--- src/design/jfdm_pkg.sv ---
// Shared types and constants of the joystick frame drive mixer.
`timescale 1ns / 1ps

package jfdm_pkg;

   localparam int FRAME_MAX   = 250;
   localparam int PAYLOAD_LEN = 18;
   localparam int HDR_BYTES   = 4;
   localparam int AXIS_BYTES  = 6;
   localparam int MIN_FRAME   = HDR_BYTES + PAYLOAD_LEN + 1;

   localparam logic [7:0] START_BYTE = 8'h7E;
   localparam logic [7:0] STOP_BYTE  = 8'h81;

   localparam logic [12:0] AXIS_SPAN  = 13'd6000;
   localparam logic [6:0]  ANGLE_SPAN = 7'd120;

   // Exact floor division by 1023 for dividends below 2**28.
   localparam int          RECIP_SHIFT = 38;
   localparam logic [28:0] RECIP_1023  = 29'(((64'd1 << RECIP_SHIFT) + 64'd1022) / 64'd1023);

   localparam logic signed [18:0] AXIS_OFFSET = 19'sd3000;
   localparam logic signed [12:0] ANGLE_BASE  = 13'sd150;
   localparam logic signed [12:0] ANGLE_MAX   = 13'sd180;

   localparam logic [11:0] DEAD_ZONE_RESET = 12'd200;
   localparam logic [14:0] MAX_SPEED_RESET = 15'd3000;
   localparam logic [7:0]  ANGLE_RESET     = 8'd90;

   typedef enum logic [1:0] {
      STATUS_OK         = 2'd0,
      STATUS_BAD_START  = 2'd1,
      STATUS_BAD_STOP   = 2'd2,
      STATUS_BAD_LENGTH = 2'd3
   } status_type;

   typedef enum logic {
      CSR_DEAD_ZONE = 1'b0,
      CSR_MAX_SPEED = 1'b1
   } csr_index_type;

   typedef struct packed {
      logic [7:0] data_byte;
      logic       frame_end;
   } req_type;

   typedef struct packed {
      status_type         status;
      logic signed [15:0] left_speed;
      logic signed [15:0] right_speed;
      logic [7:0]         servo_angle;
   } rsp_type;

   typedef struct packed {
      status_type         status;
      logic signed [15:0] axis_x;
      logic signed [15:0] axis_y;
      logic signed [15:0] axis_z;
   } frame_type;

endpackage

--- src/design/joystick_frame_drive_mixer.sv ---
// Top level of the joystick frame drive mixer: parser, frame queue, mixer and result queue.
//
//   channel  ports                           beat
//   req      req_push, req_full, req_data    one frame byte with its end flag
//   rsp      rsp_empty, rsp_pop, rsp_data    status and held drive values per frame
//   csr      csr_wr_en, csr_addr, csr_wdata  dead zone or speed limit write
//
// One byte beat is taken every cycle while the frame queue has room.
// A frame's result reaches the result queue through the frame queue and the mixer stages;
// the three-stage mixer issues one frame per cycle, paced by free result slots.
// Reset is synchronous and restores the held values and register defaults.
// A stalled result side fills the result queue, then the frame queue, then raises req_full.
`timescale 1ns / 1ps

module joystick_frame_drive_mixer #(
   parameter int MID_DEPTH = 4,
   parameter int RSP_DEPTH = 8
) (
   input  logic                    clock,
   input  logic                    reset,
   input  logic                    req_push,
   output logic                    req_full,
   input  jfdm_pkg::req_type       req_data,
   output logic                    rsp_empty,
   input  logic                    rsp_pop,
   output jfdm_pkg::rsp_type       rsp_data,
   input  logic                    csr_wr_en,
   input  jfdm_pkg::csr_index_type csr_addr,
   input  logic [14:0]             csr_wdata
);

   localparam int FRAME_W = $bits(jfdm_pkg::frame_type);
   localparam int RSP_W   = $bits(jfdm_pkg::rsp_type);

   logic                          req_accept;
   logic                          frame_push;
   jfdm_pkg::frame_type           frame_wr;
   logic [FRAME_W-1:0]            frame_rd_bits;
   logic                          mid_full;
   logic                          mid_empty;
   logic                          mid_pop;
   logic [$clog2(MID_DEPTH+1)-1:0] mid_count;
   logic                          rsp_push;
   jfdm_pkg::rsp_type             rsp_wr;
   logic [RSP_W-1:0]              rsp_rd_bits;
   logic                          rsp_full;
   logic [$clog2(RSP_DEPTH+1)-1:0] rsp_count;
   logic [11:0]                   dead_zone_ff, dead_zone_in;
   logic [14:0]                   max_speed_ff, max_speed_in;

   assign req_full   = mid_full;
   assign req_accept = req_push && !mid_full;

   always_comb begin
      dead_zone_in = dead_zone_ff;
      max_speed_in = max_speed_ff;
      if (csr_wr_en) begin
         unique case (csr_addr)
            jfdm_pkg::CSR_DEAD_ZONE: dead_zone_in = csr_wdata[11:0];
            jfdm_pkg::CSR_MAX_SPEED: max_speed_in = csr_wdata;
            default: ;
         endcase
      end
   end

   always_ff @(posedge clock) begin
      if (reset) begin
         dead_zone_ff <= jfdm_pkg::DEAD_ZONE_RESET;
         max_speed_ff <= jfdm_pkg::MAX_SPEED_RESET;
      end else begin
         dead_zone_ff <= dead_zone_in;
         max_speed_ff <= max_speed_in;
      end
   end

   jfdm_front u_front (
      .clock      (clock),
      .reset      (reset),
      .req_accept (req_accept),
      .req_data   (req_data),
      .frame_push (frame_push),
      .frame_out  (frame_wr)
   );

   jfdm_fifo #(
      .WIDTH (FRAME_W),
      .DEPTH (MID_DEPTH)
   ) u_mid_fifo (
      .clock   (clock),
      .reset   (reset),
      .push    (frame_push),
      .wr_data (frame_wr),
      .full    (mid_full),
      .pop     (mid_pop),
      .rd_data (frame_rd_bits),
      .empty   (mid_empty),
      .count   (mid_count)
   );

   jfdm_back #(
      .RSP_DEPTH (RSP_DEPTH)
   ) u_back (
      .clock       (clock),
      .reset       (reset),
      .frame_in    (jfdm_pkg::frame_type'(frame_rd_bits)),
      .frame_empty (mid_empty || (mid_count == '0)),
      .frame_pop   (mid_pop),
      .rsp_count   (rsp_count),
      .dead_zone   (dead_zone_ff),
      .max_speed   (max_speed_ff),
      .rsp_push    (rsp_push),
      .rsp_out     (rsp_wr)
   );

   jfdm_fifo #(
      .WIDTH (RSP_W),
      .DEPTH (RSP_DEPTH)
   ) u_rsp_fifo (
      .clock   (clock),
      .reset   (reset),
      .push    (rsp_push && !rsp_full),
      .wr_data (rsp_wr),
      .full    (rsp_full),
      .pop     (rsp_pop),
      .rd_data (rsp_rd_bits),
      .empty   (rsp_empty),
      .count   (rsp_count)
   );

   assign rsp_data = jfdm_pkg::rsp_type'(rsp_rd_bits);

endmodule

--- src/design/jfdm_fifo.sv ---
// Small first-in first-out queue of fixed-width entries.
`timescale 1ns / 1ps

module jfdm_fifo #(
   parameter int WIDTH = 8,
   parameter int DEPTH = 4
) (
   input  logic                       clock,
   input  logic                       reset,
   input  logic                       push,
   input  logic [WIDTH-1:0]           wr_data,
   output logic                       full,
   input  logic                       pop,
   output logic [WIDTH-1:0]           rd_data,
   output logic                       empty,
   output logic [$clog2(DEPTH+1)-1:0] count
);

   localparam int PTR_W = (DEPTH > 1) ? $clog2(DEPTH) : 1;
   localparam int CNT_W = $clog2(DEPTH + 1);

   logic [WIDTH-1:0] mem_ff [DEPTH];
   logic [PTR_W-1:0] wr_ptr_ff, wr_ptr_in;
   logic [PTR_W-1:0] rd_ptr_ff, rd_ptr_in;
   logic [CNT_W-1:0] count_ff, count_in;
   logic             do_push;
   logic             do_pop;

   assign full    = (count_ff == CNT_W'(DEPTH));
   assign empty   = (count_ff == '0);
   assign count   = count_ff;
   assign rd_data = mem_ff[rd_ptr_ff];
   assign do_push = push && !full;
   assign do_pop  = pop && !empty;

   always_comb begin
      wr_ptr_in = wr_ptr_ff;
      rd_ptr_in = rd_ptr_ff;
      count_in  = count_ff;
      if (do_push) begin
         wr_ptr_in = (wr_ptr_ff == PTR_W'(DEPTH - 1)) ? '0 : wr_ptr_ff + 1'b1;
      end
      if (do_pop) begin
         rd_ptr_in = (rd_ptr_ff == PTR_W'(DEPTH - 1)) ? '0 : rd_ptr_ff + 1'b1;
      end
      if (do_push && !do_pop) begin
         count_in = count_ff + 1'b1;
      end else if (do_pop && !do_push) begin
         count_in = count_ff - 1'b1;
      end
   end

   always_ff @(posedge clock) begin
      if (reset) begin
         wr_ptr_ff <= '0;
         rd_ptr_ff <= '0;
         count_ff  <= '0;
      end else begin
         wr_ptr_ff <= wr_ptr_in;
         rd_ptr_ff <= rd_ptr_in;
         count_ff  <= count_in;
      end
   end

   always_ff @(posedge clock) begin
      if (do_push) begin
         mem_ff[wr_ptr_ff] <= wr_data;
      end
   end

endmodule

--- src/design/jfdm_front.sv ---
// Frame parser: tracks the byte position, checks the frame and emits one record per frame.
`timescale 1ns / 1ps

module jfdm_front (
   input  logic                clock,
   input  logic                reset,
   input  logic                req_accept,
   input  jfdm_pkg::req_type   req_data,
   output logic                frame_push,
   output jfdm_pkg::frame_type frame_out
);

   logic [7:0] byte_index_ff, byte_index_in;
   logic       start_ok_ff, start_ok_in;
   logic [7:0] length_ff, length_in;
   logic [7:0] axis_ff [jfdm_pkg::AXIS_BYTES];
   logic [7:0] axis_off;
   logic       axis_wr;
   logic [8:0] byte_count;
   logic       length_bad;

   assign axis_off   = byte_index_ff - 8'(jfdm_pkg::HDR_BYTES);
   assign axis_wr    = req_accept
                    && (byte_index_ff >= 8'(jfdm_pkg::HDR_BYTES))
                    && (byte_index_ff < 8'(jfdm_pkg::HDR_BYTES + jfdm_pkg::AXIS_BYTES));
   assign byte_count = {1'b0, byte_index_ff} + 9'd1;

   always_comb begin
      byte_index_in = byte_index_ff;
      start_ok_in   = start_ok_ff;
      length_in     = length_ff;
      if (req_accept) begin
         if (byte_index_ff == 8'd0) begin
            start_ok_in = (req_data.data_byte == jfdm_pkg::START_BYTE);
            length_in   = 8'd0;
         end else if (byte_index_ff == 8'd3) begin
            length_in = req_data.data_byte;
         end
         if (req_data.frame_end) begin
            byte_index_in = 8'd0;
         end else if (byte_index_ff != 8'hFF) begin
            byte_index_in = byte_index_ff + 8'd1;
         end
      end
   end

   // Checks use the header values as updated by the final beat itself.
   assign length_bad = (length_in != 8'(jfdm_pkg::PAYLOAD_LEN))
                    || (byte_count < 9'(jfdm_pkg::MIN_FRAME))
                    || (byte_count > 9'(jfdm_pkg::FRAME_MAX));

   always_comb begin
      frame_out.axis_x = {axis_ff[1], axis_ff[0]};
      frame_out.axis_y = {axis_ff[3], axis_ff[2]};
      frame_out.axis_z = {axis_ff[5], axis_ff[4]};
      if (!start_ok_in) begin
         frame_out.status = jfdm_pkg::STATUS_BAD_START;
      end else if (req_data.data_byte != jfdm_pkg::STOP_BYTE) begin
         frame_out.status = jfdm_pkg::STATUS_BAD_STOP;
      end else if (length_bad) begin
         frame_out.status = jfdm_pkg::STATUS_BAD_LENGTH;
      end else begin
         frame_out.status = jfdm_pkg::STATUS_OK;
      end
   end

   assign frame_push = req_accept && req_data.frame_end;

   always_ff @(posedge clock) begin
      if (reset) begin
         byte_index_ff <= 8'd0;
         start_ok_ff   <= 1'b0;
         length_ff     <= 8'd0;
      end else begin
         byte_index_ff <= byte_index_in;
         start_ok_ff   <= start_ok_in;
         length_ff     <= length_in;
      end
   end

   always_ff @(posedge clock) begin
      if (axis_wr) begin
         axis_ff[axis_off[2:0]] <= req_data.data_byte;
      end
   end

endmodule

--- src/design/jfdm_back.sv ---
// Drive mixer pipeline: axis scaling, dead zone, mixing, clamping and held outputs.
`timescale 1ns / 1ps

module jfdm_back #(
   parameter int RSP_DEPTH = 8
) (
   input  logic                           clock,
   input  logic                           reset,
   input  jfdm_pkg::frame_type            frame_in,
   input  logic                           frame_empty,
   output logic                           frame_pop,
   input  logic [$clog2(RSP_DEPTH+1)-1:0] rsp_count,
   input  logic [11:0]                    dead_zone,
   input  logic [14:0]                    max_speed,
   output logic                           rsp_push,
   output jfdm_pkg::rsp_type              rsp_out
);

   localparam int CNT_W = $clog2(RSP_DEPTH + 1);
   localparam int RS    = jfdm_pkg::RECIP_SHIFT;

   // Stage 1: magnitudes times the axis spans.
   logic [15:0] x_mag, y_mag, z_mag;
   logic [27:0] prod_x_in, prod_y_in;
   logic [21:0] prod_z_in;
   logic [1:0]  inflight;
   logic        s1_valid_ff;
   logic        s2_valid_ff;
   logic        s3_valid_ff;
   jfdm_pkg::status_type s1_status_ff, s2_status_ff, s3_status_ff;
   logic [2:0]  s1_neg_ff, s2_neg_ff;
   logic [27:0] s1_prod_x_ff, s1_prod_y_ff;
   logic [21:0] s1_prod_z_ff;

   // Stage 2: division by 1023 through the reciprocal.
   logic [56:0] wide_x, wide_y;
   logic [50:0] wide_z;
   logic [17:0] s2_q_x_ff, s2_q_y_ff;
   logic [11:0] s2_q_z_ff;

   // Stage 3: signed axis values and their magnitudes.
   logic signed [18:0] sx, sy, a_in, b_in;
   logic signed [12:0] sz, ang_in;
   logic signed [18:0] s3_a_ff, s3_b_ff;
   logic [17:0]        s3_abs_a_ff, s3_abs_b_ff;
   logic signed [12:0] s3_ang_ff;

   // Final step: mixing and clamping.
   logic [17:0]        dz_ext;
   logic signed [18:0] lim, l_raw, r_raw, l_clip, r_clip;
   logic [7:0]         ang_clip;
   logic               good;
   logic signed [15:0] held_left_ff, held_left_in;
   logic signed [15:0] held_right_ff, held_right_in;
   logic [7:0]         held_angle_ff, held_angle_in;

   assign inflight  = {1'b0, s1_valid_ff} + {1'b0, s2_valid_ff} + {1'b0, s3_valid_ff};
   assign frame_pop = !frame_empty
                   && (({1'b0, rsp_count} + (CNT_W + 1)'(inflight)) < (CNT_W + 1)'(RSP_DEPTH));

   always_comb begin
      x_mag     = frame_in.axis_x[15] ? 16'(-frame_in.axis_x) : frame_in.axis_x;
      y_mag     = frame_in.axis_y[15] ? 16'(-frame_in.axis_y) : frame_in.axis_y;
      z_mag     = frame_in.axis_z[15] ? 16'(-frame_in.axis_z) : frame_in.axis_z;
      prod_x_in = 28'({12'd0, x_mag} * {15'd0, jfdm_pkg::AXIS_SPAN});
      prod_y_in = 28'({12'd0, y_mag} * {15'd0, jfdm_pkg::AXIS_SPAN});
      prod_z_in = 22'({6'd0, z_mag} * {15'd0, jfdm_pkg::ANGLE_SPAN});
   end

   always_comb begin
      wide_x = {29'd0, s1_prod_x_ff} * {28'd0, jfdm_pkg::RECIP_1023};
      wide_y = {29'd0, s1_prod_y_ff} * {28'd0, jfdm_pkg::RECIP_1023};
      wide_z = {29'd0, s1_prod_z_ff} * {22'd0, jfdm_pkg::RECIP_1023};
   end

   always_comb begin
      sx     = $signed({1'b0, s2_q_x_ff});
      sy     = $signed({1'b0, s2_q_y_ff});
      sz     = $signed({1'b0, s2_q_z_ff});
      a_in   = (s2_neg_ff[0] ? -sx : sx) - jfdm_pkg::AXIS_OFFSET;
      b_in   = (s2_neg_ff[1] ? -sy : sy) - jfdm_pkg::AXIS_OFFSET;
      ang_in = s2_neg_ff[2] ? (jfdm_pkg::ANGLE_BASE + sz) : (jfdm_pkg::ANGLE_BASE - sz);
   end

   always_comb begin
      dz_ext = {6'd0, dead_zone};
      lim    = $signed({4'd0, max_speed});
      if ((s3_abs_a_ff < dz_ext) && (s3_abs_b_ff < dz_ext)) begin
         l_raw = '0;
         r_raw = '0;
      end else if (s3_abs_a_ff > s3_abs_b_ff) begin
         l_raw = -s3_a_ff;
         r_raw = -s3_a_ff;
      end else begin
         l_raw = -s3_b_ff;
         r_raw = s3_b_ff;
      end
      if (l_raw > lim) begin
         l_clip = lim;
      end else if (l_raw < -lim) begin
         l_clip = -lim;
      end else begin
         l_clip = l_raw;
      end
      if (r_raw > lim) begin
         r_clip = lim;
      end else if (r_raw < -lim) begin
         r_clip = -lim;
      end else begin
         r_clip = r_raw;
      end
      if (s3_ang_ff < 13'sd0) begin
         ang_clip = 8'd0;
      end else if (s3_ang_ff > jfdm_pkg::ANGLE_MAX) begin
         ang_clip = 8'(jfdm_pkg::ANGLE_MAX);
      end else begin
         ang_clip = s3_ang_ff[7:0];
      end
   end

   assign good = (s3_status_ff == jfdm_pkg::STATUS_OK);

   always_comb begin
      held_left_in  = held_left_ff;
      held_right_in = held_right_ff;
      held_angle_in = held_angle_ff;
      if (s3_valid_ff && good) begin
         held_left_in  = l_clip[15:0];
         held_right_in = r_clip[15:0];
         held_angle_in = ang_clip;
      end
   end

   assign rsp_push            = s3_valid_ff;
   assign rsp_out.status      = s3_status_ff;
   assign rsp_out.left_speed  = held_left_in;
   assign rsp_out.right_speed = held_right_in;
   assign rsp_out.servo_angle = held_angle_in;

   always_ff @(posedge clock) begin
      if (reset) begin
         s1_valid_ff   <= 1'b0;
         s2_valid_ff   <= 1'b0;
         s3_valid_ff   <= 1'b0;
         held_left_ff  <= '0;
         held_right_ff <= '0;
         held_angle_ff <= jfdm_pkg::ANGLE_RESET;
      end else begin
         s1_valid_ff   <= frame_pop;
         s2_valid_ff   <= s1_valid_ff;
         s3_valid_ff   <= s2_valid_ff;
         held_left_ff  <= held_left_in;
         held_right_ff <= held_right_in;
         held_angle_ff <= held_angle_in;
      end
   end

   always_ff @(posedge clock) begin
      s1_status_ff <= frame_in.status;
      s1_neg_ff    <= {frame_in.axis_z[15], frame_in.axis_y[15], frame_in.axis_x[15]};
      s1_prod_x_ff <= prod_x_in;
      s1_prod_y_ff <= prod_y_in;
      s1_prod_z_ff <= prod_z_in;
      s2_status_ff <= s1_status_ff;
      s2_neg_ff    <= s1_neg_ff;
      s2_q_x_ff    <= wide_x[RS+17:RS];
      s2_q_y_ff    <= wide_y[RS+17:RS];
      s2_q_z_ff    <= wide_z[RS+11:RS];
      s3_status_ff <= s2_status_ff;
      s3_a_ff      <= a_in;
      s3_b_ff      <= b_in;
      s3_abs_a_ff  <= a_in[18] ? 18'(-a_in) : a_in[17:0];
      s3_abs_b_ff  <= b_in[18] ? 18'(-b_in) : b_in[17:0];
      s3_ang_ff    <= ang_in;
   end

endmodule
--- config.mk ---
export PLATFORM = sky130hd
export DESIGN_NAME = joystick_frame_drive_mixer
export DESIGN_NICKNAME = d
export VERILOG_FILES = /design/src/design/jfdm_pkg.sv /design/src/design/joystick_frame_drive_mixer.sv /design/src/design/jfdm_fifo.sv /design/src/design/jfdm_front.sv /design/src/design/jfdm_back.sv
export SDC_FILE = /design/constraint.sdc
export NUM_CORES = 2
export LEC_CHECK = 0
export BUFFER_PORTS_ARGS = -buffer_cell sky130_fd_sc_hd__buf_2
export CELL_PAD_IN_SITES_DETAIL_PLACEMENT = 0
export CELL_PAD_IN_SITES_GLOBAL_PLACEMENT = 2
export CORE_MARGIN = 5
export CORE_UTILIZATION = 25
export DETAILED_ROUTE_END_ITERATION = 10
export HOLD_SLACK_MARGIN = 0.15
export PLACE_DENSITY_LB_ADDON = 0.1
export SYNTH_ARGS = -nofsm -noshare
export SYNTH_HDL_FRONTEND = slang
export SYNTH_SLANG_ARGS = --single-unit
--- constraint.sdc ---
create_clock -name clock -period 19.36 [get_ports clock]
set_input_delay 1.936 -clock clock [delete_from_list [all_inputs] [get_ports clock]]
set_output_delay 1.936 -clock clock [all_outputs]
set_load 0.02 [all_outputs]
# Word level (Yosys, flattened, before mapping)
# Memory sizes are Yosys's and may differ from the RTL's. A register that Yosys moved wholly into a read port is not among the register bits.
# Index checks and enable logic that the tools add are counted.
[classes]
n_addsub = 28
n_mul = 6
div = 0
magnitude_cmp = 14
n_reduce_logical = 36
shifts = 0
n_bitwise = 1
n_eq_ne = 11
mux = 49
[op_table]
columns = ["operator", "count"]
rows = [
  ["2-to-1 mux 16 bit", 9],
  ["2-to-1 mux 19 bit", 6],
  ["multiplier 24 x 29 -> 52 bit (second input constant)", 2],
  ["2-to-1 mux 8 bit", 8],
  ["multiplier 16 x 9 -> 24 bit (second input constant)", 2],
  ["negation 16 bit", 3],
  ["multiplier 19 x 29 -> 47 bit (second input constant)", 1],
  ["> comparator 19 x 16 -> 1 bit", 2],
  ["< comparator 19 bit", 2],
  ["negation 18 -> 19 bit", 2],
  ["negation 19 bit", 2],
  ["subtractor 19 x 13 -> 19 bit (second input constant)", 2],
  ["< comparator 18 x 12 -> 1 bit", 2],
  ["2-to-1 mux 18 bit", 2],
  ["negation 18 bit", 2],
  ["multiplier 16 x 4 -> 19 bit (second input constant)", 1],
  ["negation 15 -> 19 bit", 1],
  ["> comparator 18 bit", 1],
  ["2-to-1 mux 3 bit", 6],
  ["logical AND 1 bit", 16],
  ["!= test 8 bit (second input constant)", 2],
  ["2-to-1 mux 2 bit", 7],
  ["adder 8 x 12 -> 13 bit (first input constant)", 1],
  ["> comparator 13 x 9 -> 1 bit (second input constant)", 1],
  ["36 further kinds", 62],
]
[word_totals]
output_inout_bits = 44
latch_bits = 0
n_memories = 3
mem_bits_rw = 584
word_cells = 181
input_bits = 30
mem_bits_ro = 0
register_bits = 318
[memory_table]
columns = ["memory", "words", "width", "rd", "rd_clocked_by_memory_dff", "write_ports", "line", "text"]
rows = [
  ["u_rsp_fifo.mem_ff", 8, 42, 1, 1, 1, "jfdm_fifo.sv:22", "logic [WIDTH-1:0] mem_ff [DEPTH];"],
  ["u_mid_fifo.mem_ff", 4, 50, 1, 1, 1, "jfdm_fifo.sv:22", ""],
  ["u_front.axis_ff", 6, 8, 6, 0, 1, "jfdm_front.sv:16", "logic [7:0] axis_ff [jfdm_pkg::AXIS_BYTES];"],
]

# Logic depth before layout (Yosys ltp)
[depth]
depth_word = 10
mapped_depth = 32
depth_no_buf = 29

# Modules after synthesis
# From an unflattened synthesis, not the netlist that was laid out.
[hier_totals]
hier_cells = 4507
area_unflattened_um2 = 53989.3
[modules_own_cells]
columns = ["mod", "cells_per_inst", "area_per_inst_um2", "n_inst", "seq_area_each_um2"]
rows = [
  ["jfdm_back", 3310, 29099.2, 1, 5104.9],
  ["jfdm_fifo (u_rsp_fifo)", 561, 13286.5, 1, 10349.9],
  ["jfdm_fifo (u_mid_fifo)", 312, 7697.4, 1, 6185.9],
  ["jfdm_front", 208, 2716.4, 1, 1781.7],
  ["joystick_frame_drive_mixer", 116, 1189.9, 1, 540.5],
]

# Worst setup path before layout
# OpenSTA, ideal clock, no wires.
[synth_path]
path_kind = "reg-to-reg"
startpoint = "reg (tool-made name)"
endpoint = "reg u_back.s1_prod_x_ff[27]"
period_less_slack_ns = 7.339
setup_slack_ns = 12.021
n_path_buf = 3
setup_ns = 0.072
arrival_time_ns = 7.267
path_stages_with_launch = 29
t_required_ns = 19.288
cell_sequence = "dfxtp_1 clkbuf_1 buf_2 buf_2 mux4_2 inv_1 ha_1 nand2_1 o31ai_1 xor2_1 clkinv_1 xnor2_1 ha_1 inv_1 fa_1 inv_1 fa_1 inv_1 fa_1 inv_1 ha_1 or4_1 o211a_1 o31ai_1 a2111oi_0 o31a_1 a21o_1 a21oi_1 xnor2_1"
[synth_rtl]
columns = ["element", "line", "text"]
rows = [
  ["end signal: assignment", "jfdm_back.sv:161", "s1_prod_x_ff <= prod_x_in;"],
  ["end: declaration", "jfdm_back.sv:32", "logic [27:0] s1_prod_x_ff, s1_prod_y_ff;"],
]

==> impl_metrics.ini <==
[outcome]
status = completed

[min_path]
hold_path.class = flip-flop to flip-flop
min_from = u_back.s2_status_ff[1]
worst_hold_path.endpoint = u_back.s3_status_ff[1]
hold_path_depth = 0

[worst_setup_path]
cp-end-kind = flip-flop
timing.rr.end = u_back.s1_prod_x_ff[27]
crit_type = flip-flop to flip-flop
worstPathMaxFanout = 30
crit_path_start_kind = flip-flop
crit_arrival_ns = 8.87
r2r_cells = 26
regToRegSetupSlack_ns = 11.16
cp.required_ns = 20.03

[drt]
drc = 0
wl_per_cell_um = 19.3
wl_mm = 145
antenna_left = 0
vias_per_cell = 4.40
firstDrtPassIters = 5
initialDrtViolationCount = 1521
route.vias.total = 33200

[placement]
hpwl_mm = 106
place_ws_ns = 11.09
io_buffer_count = 73
gp_congestion = 0.722

[global_route]
grt_overflow = 0
use_met2_pct = 21.7
antenna_found_initial = 6
top_usage_layer = met2
track_usage_pct = 13.1
grt_use_met1_pct = 17.9
grt_first_pass_wirelength_mm = 224
grt_max_degree = 71
grt_pass1_vias = 35500
grt_use_met3_pct = 2.01

[timing]
fmax_mhz = 122
layout_min_cycle_time_ns = 8.20
slew_headroom_pct = 11.2
finalSetupViolCount = 0
tns_ns = 0
rsz0062_at_grt = false
setup_slack_ns = 11.16
layout_worst_path_cycle_share_pct = 42.4
finalHoldViolCount = 0
slew_violations = 0
finClkSkew_ns = 0.0450
worst_slew_pin_slew_ns = 1.32

[synthesis]
yosys.cell_count.top_type = ha_1
yosysTopAreaCell = edfxtp_1
synthCells = 4533
seq_area_frac_synth_pct = 44.9
avgSynthCellArea_um2 = 11.8
synthArstFlopShare_pct = 0
synth_warnings = 0
synth_common_cells = ha_1 (609), edfxtp_1 (584), inv_1 (555), dfxtp_1 (321), nand2_1 (281)
syn-cell-area_mm2 = 0.0534
synth_area_leaders = edfxtp_1 (33%), ha_1 (14%), dfxtp_1 (12%)
synth_flop_cell = edfxtp_1
synth-seq-cells = 905
synth-edff-count = 584
ys_types = 88
postSynthNetCount = 5344
yosys.area.top_type_share_pct = 32.8

[clocking]
cts_buffers = 109
htree_num_levels = 3
postCtsSetupBuffers = 0
cts_root_buf = clkbuf_16
post_cts_resized = 0
cts.sinks = 905
cts_tree = done
clkTransAtPathRegs_ns = 0.06
clock_latency_ns = 0.77
postCtsHoldBufs = 0
max-clock-path-buffers = 3

[finish]
fin_nets = 5431
syn2layout_area_growth_pct = 14.2
drive_above_1_share_pct = 11.2

[floorplan]
pin_count = 74
die_x_um = 472
fp.coreArea_mm2 = 0.212
rows = 169
die_area_mm2 = 0.223
start_util_pct = 25.2
die_h_um = 472

[run]
maxCapViolations = 0
## how the worst max path moves through the flow
| stage | to | slack [ns] | cells after the start |
|---|---|---|---|
| 6_report | u_back.s1_prod_x_ff[27] | 11.16 | 26 |
| 5_1_grt | u_back.s1_prod_y_ff[27] | 10.53 | 24 |
| 4_1_cts | u_back.s1_prod_y_ff[27] | 11.02 | 24 |
| 3_5_place_dp | u_back.s1_prod_y_ff[27] | 11.09 | 24 |
| 3_3_place_gp | u_back.s1_prod_y_ff[27] | 11.13 | 24 |
| 2_1_floorplan | u_back.s1_prod_x_ff[27] | 12.02 | 28 |
## flip-flops by register name, summed over array words and instances, names as in the netlist, 19 cells and up, named ones only
signal and flops:
u_back.s1_prod_x_ff 24, u_back.s1_prod_y_ff 24, u_back.s1_prod_z_ff 19, u_back.s3_a_ff 19, u_back.s3_b_ff 19, u_front.axis_ff 48
u_mid_fifo.mem_ff 200, u_rsp_fifo.mem_ff 336
## layout by cell type (no fill, tap or decap), drive strengths merged, types with 112 or more instances in the layout
cell type	instances
a21oi	183
buf	112
clkbuf	145
dfxtp	321
edfxtp	584
fa	172
ha	609
inv	558
mux4	134
nand2	281
nor2	179
o21ai	146
xnor2	202
## per-stage QoR
step	cells	hold slack [ns]	area (um^2)	util [%]
finish	7541	0.326	61000	28.7
global route	7540	0.330	61000	28.7
CTS	7536	0.327	61000	28.7
detailed placement	7330	0.312	57200	26.9
global placement	7330	0.313	57200	26.9
floorplan	4533	0.310	53400	-
## per-layer routing
metal | vias to the layer above | share of wire [%]
li1 | 16400 | -
met1 | 16300 | 48
met2 | 312 | 47
met3 | 148 | 2.6
met4 | 0 | 2.3
met5 | - | 0
## cell type report
cell class              instances  area, um^2
fillers                     22000      151000
multi-input cells            2934       26900
flip-flops and latches        905       24000
well taps                    2821        3530
clock buffers                 145        3070
inverters                     558        2090
clock inverters                61         742
repair buffers                112         661
diodes                          5        12.5
## critical path, stage by stage, from the launching register on
cell       delay (ns)
dfxtp_2          0.74
buf_4            0.54
mux4_2           0.51
inv_1            0.12
ha_1             0.17
nand2_1          0.12
o31ai_1          0.30
xor2_1           0.37
clkinv_1         0.34
xnor2_1          0.23
ha_1             0.30
inv_1            0.05
fa_1             0.50
inv_1            0.05
fa_1             0.47
inv_1            0.05
fa_1             0.53
inv_1            0.04
ha_1             0.22
or4_1            0.54
o211a_1          0.26
o31ai_1          0.49
a2111oi_0        0.28
o31a_1           0.38
a21o_1           0.18
a21oi_1          0.16
xnor2_1          0.13
## cell families after synthesis
| kind of cell | count (synthesis) | share of synthesized area [%] |
|---|---|---|
| buf+inv | 694 | 4.93 |
| flops | 905 | 44.9 |
| xor+xnor | 308 | 5.08 |
| other cells | 1 | 0.00702 |
| mux | 226 | 7.49 |
| compound gates | 669 | 8.14 |
| simple gates | 949 | 8.77 |
| fa+ha+maj | 781 | 20.7 |
Power is not shown: default switching activity piles up to over one toggle a cycle in this logic, so the estimate is an artifact.
